**src/rtl/pis_pkg.sv**
```systemverilog
// Shared types, constants and helper functions for the particle integrator.
package pis_pkg;

	// Grid size in cells along each axis.
	localparam int GRID_X = 128;
	localparam int GRID_Y = 128;
	localparam int GRID_Z = 128;

	// Drag limits: squared speed at 100.0 and drag factor at 0.05.
	localparam logic [30:0] VSQ_MAX = 31'd1677721600;
	localparam logic [19:0] MUL_MAX = 20'd838861;

	// Configuration register indexes.
	localparam logic [2:0] REG_CONTROL  = 3'd0;
	localparam logic [2:0] REG_SHADE    = 3'd1;
	localparam logic [2:0] REG_MAGNETIC = 3'd2;
	localparam logic [2:0] REG_APOS     = 3'd3;
	localparam logic [2:0] REG_AAXIS    = 3'd4;
	localparam logic [2:0] REG_STRENGTH = 3'd5;

	// Edge modes and control bit positions.
	localparam logic [1:0] EDGE_WRAP  = 2'd0;
	localparam logic [1:0] EDGE_CLAMP = 2'd1;
	localparam int CTL_MAGNETIC = 2;
	localparam int CTL_ATTRACT  = 3;
	localparam int CTL_AXIS     = 4;

	// Configuration register file contents.
	typedef struct packed {
		logic [4:0]  control;
		logic [4:0]  shade_step;
		logic [62:0] magnetic;
		logic [62:0] apos;
		logic [62:0] aaxis;
		logic [31:0] strength;
	} cfg_t;

	// Per-particle record carried down the pipeline after lifetime and edge work.
	typedef struct packed {
		logic [2:0][23:0] p;
		logic [2:0][23:0] v;
		logic [2:0][23:0] vin;
		logic [7:0]       shade;
		logic [31:0]      elapsed;
		logic             dead;
		logic [23:0]      drag;
		logic [15:0]      dt;
		logic [31:0]      qs;
	} rec_t;

	// Grid size of one axis.
	function automatic int grid_of(input int k);
		int g;
		g = GRID_X;
		if (k == 1) g = GRID_Y;
		if (k == 2) g = GRID_Z;
		return g;
	endfunction

	// Saturate to signed 24 bits.
	function automatic logic [23:0] sat24(input logic signed [47:0] x);
		logic [23:0] r;
		r = x[23:0];
		if (x > 48'sd8388607) r = 24'h7FFFFF;
		if (x < -48'sd8388608) r = 24'h800000;
		return r;
	endfunction

	// Saturate to signed 28 bits.
	function automatic logic [27:0] sat28(input logic signed [47:0] x);
		logic [27:0] r;
		r = x[27:0];
		if (x > 48'sd134217727) r = 28'h7FFFFFF;
		if (x < -48'sd134217728) r = 28'h8000000;
		return r;
	endfunction

endpackage

```
**src/rtl/pis_cfg.sv**
```systemverilog
// Configuration register file of the particle integrator.
module pis_cfg (
	input  logic               clk,
	input  logic               arst_n,
	input  logic               cfg_we,
	input  logic [2:0]         cfg_index,
	input  logic [62:0]        cfg_wdata,
	output pis_pkg::cfg_t      cfg
);

	pis_pkg::cfg_t cfg_q;

	// Register writes; unknown indexes are dropped.
	always_ff @(posedge clk or negedge arst_n) begin
		if (!arst_n) begin
			cfg_q.control    <= '0;
			cfg_q.shade_step <= 5'd1;
			cfg_q.magnetic   <= '0;
			cfg_q.apos       <= '0;
			cfg_q.aaxis      <= '0;
			cfg_q.strength   <= '0;
		end else if (cfg_we) begin
			unique case (cfg_index)
				pis_pkg::REG_CONTROL:  cfg_q.control    <= cfg_wdata[4:0];
				pis_pkg::REG_SHADE:    cfg_q.shade_step <= cfg_wdata[4:0];
				pis_pkg::REG_MAGNETIC: cfg_q.magnetic   <= cfg_wdata;
				pis_pkg::REG_APOS:     cfg_q.apos       <= cfg_wdata;
				pis_pkg::REG_AAXIS:    cfg_q.aaxis      <= cfg_wdata;
				pis_pkg::REG_STRENGTH: cfg_q.strength   <= cfg_wdata[31:0];
				default: ;
			endcase
		end
	end

	assign cfg = cfg_q;

endmodule

```
**config.mk**
```make
export PLATFORM = sky130hd
export DESIGN_NAME = pis_cfg
export DESIGN_NICKNAME = d
export VERILOG_FILES = /design/src/rtl/pis_pkg.sv /design/src/rtl/pis_cfg.sv
export SDC_FILE = /design/constraint.sdc
export NUM_CORES = 1
export LEC_CHECK = 0
export ABC_AREA = 1
export BUFFER_PORTS_ARGS = -buffer_cell sky130_fd_sc_hd__buf_4
export CAP_MARGIN = 20
export CELL_PAD_IN_SITES_DETAIL_PLACEMENT = 0
export CELL_PAD_IN_SITES_GLOBAL_PLACEMENT = 1
export CORE_UTILIZATION = 37
export CTS_CLUSTER_DIAMETER = 80
export DETAILED_ROUTE_END_ITERATION = 6
export PLACE_DENSITY = 0.88
export SETUP_SLACK_MARGIN = 0.3
export SLEW_MARGIN = 20
export SYNTH_ARGS = -nofsm -noshare
export SYNTH_HDL_FRONTEND = slang
export SYNTH_SLANG_ARGS = --single-unit
```
**constraint.sdc**
```tcl
create_clock -name clk -period 0.9 [get_ports clk]
set_input_delay 0.045 -clock clk [delete_from_list [all_inputs] [get_ports clk]]
set_output_delay 0.045 -clock clk [all_outputs]
set_load 0.01 [all_outputs]
```
==> reports/metrics.csv <==
stage,metric,value,unit
setup_path,CP max FO,2,
synthesis,cell taking the most area after synthesis,dfrtp_1,
setup_path,Crit path max-delay family,flip-flops,
placement,post-DP HPWL,20000,µm
placement,# port buffers,299,
drt,Post-Route WL,34400,µm
power_and_ir_drop,worst vdd ir,0.00128,V
synthesis,Post-Syn Area,0.00900,mm²
setup_path,crit path cell chain,buf_6,
die,Die W,158,µm
run,max-cap viol count,0,
run_status,status,"finished, violations left",
die,Die Ht,158,µm
synthesis,number of synthesized flops with an enable pin,0,
die,Initial Util,0.380,
drt,via count,9105,
timing,Relative slew margins,0.806,
synthesis,syn nets,1073,
setup_path,Setup Crit Path Kind,register to primary output,
global_routing,vias in the first global route,9066,
timing,clock skew,0,ns
global_routing,Congestion Overflow GR,0,
layout,fin area,0.0162,mm²
synthesis,cell with the most instances after synthesis,nand2_1,
clock_tree,"Clk pin slew, worst setup/hold paths",0.06,ns
global_routing,global-route usage over all layers,0.258,
synthesis,syn_area_per_cell,8.96,µm²
placement,GP Congestion,0.813,
synthesis,top_reg_cell synth,dfrtp_1,
synthesis,async set-reset flop share out of synthesis,1.00,
global_routing,initial antenna violation count,0,
synthesis,Synth top area share,0.640,
timing,post-route setup slack,-0.320,ns
clock_tree,number of CTS-inserted buffers,26,
setup_path,Worst EP required,0.85,ns
synthesis,dominant cells by area after synthesis,"dfrtp_1 64%, nand2_1 23%, nand3_1 7.6%",
setup_path,"Max stage delay cell, worst path",dfstp_2,
layout,Nets,1579,
drt,initial detailed-routing violation count,490,
timing,TNS Setup,-46.17,ns
setup_path,CP Capture Type,primary output,
die,die area,0.0250,mm²
drt,Detail Route Antenna Nets,0,
die,Core ar.,0.0237,mm²
global_routing,first-pass GRT wire length,49700,µm
power_and_ir_drop,Pwr Density,2260,mW/mm²
timing,fin crit period,1.22,ns
clock_tree,CTS Buffer Depth,3,
placement,cell area after placement,0.0122,mm²
drt,DR DRC count,0,
timing,fin. max-slew vios,0,
setup_path,CP bufs+invs,1,
timing,Worst Max-Slew Pin Slew,0.291,ns
timing,Max Freq,819,MHz
synthesis,"Seq/Total Area, Yosys",0.642,
clock_tree,clock root buffer,clkbuf_16,
timing,Hold WS,-0.0180,ns
drt,post-DR vias/cell,4.93,
clock_tree,htree depth,1,
synthesis,Yosys reg bits,231,
timing,# setup viols final,231,
clock_tree,clk sinks,231,
global_routing,pin count of the biggest net entering global routing,44,
drt,post-detailed-route wirelength per cell,18.6,µm
setup_path,crit path DAT,1.18,ns
synthesis,cells after synthesis,1004,
layout,max reg flops,231,
drt,drt pass-1 iters,5,
timing,RSZ-0062 raised after global routing,true,
timing,Final Cycle Share,1.36,
timing,final hold viol count,13,
die,Ports,300,
power_and_ir_drop,static leakage,0.00849,µW
die,row count,56,
layout,Synth-to-Final Area Change,80.1,%
clock_tree,worst-skew pair later-pin latency,0.52,ns
worst_hold_path,Hold Crit Class,input pin to async pin,
setup_path,Max stage delay on crit path,0.54,ns
run_status,failing checks,"hold timing, setup timing",
synthesis,Post-synth top cells,"563 x nand2_1, 230 x dfrtp_1, 136 x nand3_1",
layout,share of cells above drive strength 1,0.422,
clock_tree,CTS tree,yes,
setup_path,Setup crit start kind,register,
synthesis,distinct cell type count after synthesis,13,
layout,ant diodes,0,
clock_tree,CTS Hold Bufs,64,
synthesis,synth warn,0,
layout,final core utilization,0.684,
==> final cells by class <==
cell class | instances | area (µm²)
clock inverters | 6 | 83.8
multi-input cells | 709 | 3270
well taps | 319 | 399
flip-flops and latches | 231 | 5780
inverters | 6 | 40.0
clock buffers | 39 | 801
fillers | 1720 | 7470
repair buffers | 536 | 5830
==> logic make-up after synthesis <==
group,count (synthesis),synth area share
AND/OR/NAND/NOR,709,0.319
buffers and inverters,64,0.0382
flip-flops,231,0.642
==> cells in the final DEF (no fill, tap or decap), drive strengths merged <==
cell type / instances
buf: 472
bufinv: 2
clkbuf: 39
clkinv: 3
dfrtp: 230
dfstp: 1
dlygate4sd3: 64
inv: 7
nand2: 567
nand3: 136
nor2: 6
==> power breakdown <==
part / internal, µW / total [µW] / switching (µW)
Combinational: 6820 / 11500 / 4680
Sequential: 12400 / 14100 / 1730
Clock: 6680 / 11000 / 4330
Total: 25800 / 36600 / 10700
==> worst paths after layout <==
| path | start | end | slack, ns | cells after the start |
|---|---|---|---|---|
| max | cfg[221] | cfg[221] | -0.32 | 1 |
| max reg2reg | cfg[127] | cfg[127] | 0.01 | 4 |
| min | arst_n | cfg[154] | -0.02 | 2 |
| min reg2reg | cfg[221] | cfg[221] | 0.47 | 2 |
| min in group clk | cfg_index[1] | cfg[221] | 0 | 5 |
| max in group asynchronous | arst_n | cfg[221] | 0.40 | 3 |
==> metal layers <==
layer | vias up | part of all wire | GRT usage
met4 | 0 | 0.043 | 0.116
met2 | 379 | 0.50 | 0.429
li1 | 4147 | - | -
met5 | - | 0 | 0
met1 | 4475 | 0.39 | 0.317
met3 | 104 | 0.072 | 0.0624
==> per-stage QoR <==
| stage | power [µW] | std cells | setup slack [ns] |
|---|---|---|---|
| 6_report | 36600 | 1846 | -0.320 |
| 3_3_place_gp | 21000 | 1612 | -0.137 |
| 4_1_cts | 34700 | 1786 | -0.347 |
| 5_1_grt | 38100 | 1846 | -0.361 |
| 3_5_place_dp | 21200 | 1612 | -0.125 |
| 2_1_floorplan | 16300 | 1004 | 0.179 |
==> what timing repair did <==
action | 4_1_cts | 5_1_grt
setup buffers | 65 | 60
pin swaps | 159 | 77
gates resized for setup | 255 | 192
endpoints found under the hold margin | 462 | 5
setup endpoints to repair | 366 | 463
Note: power is estimated with default switching activity, not from simulation.
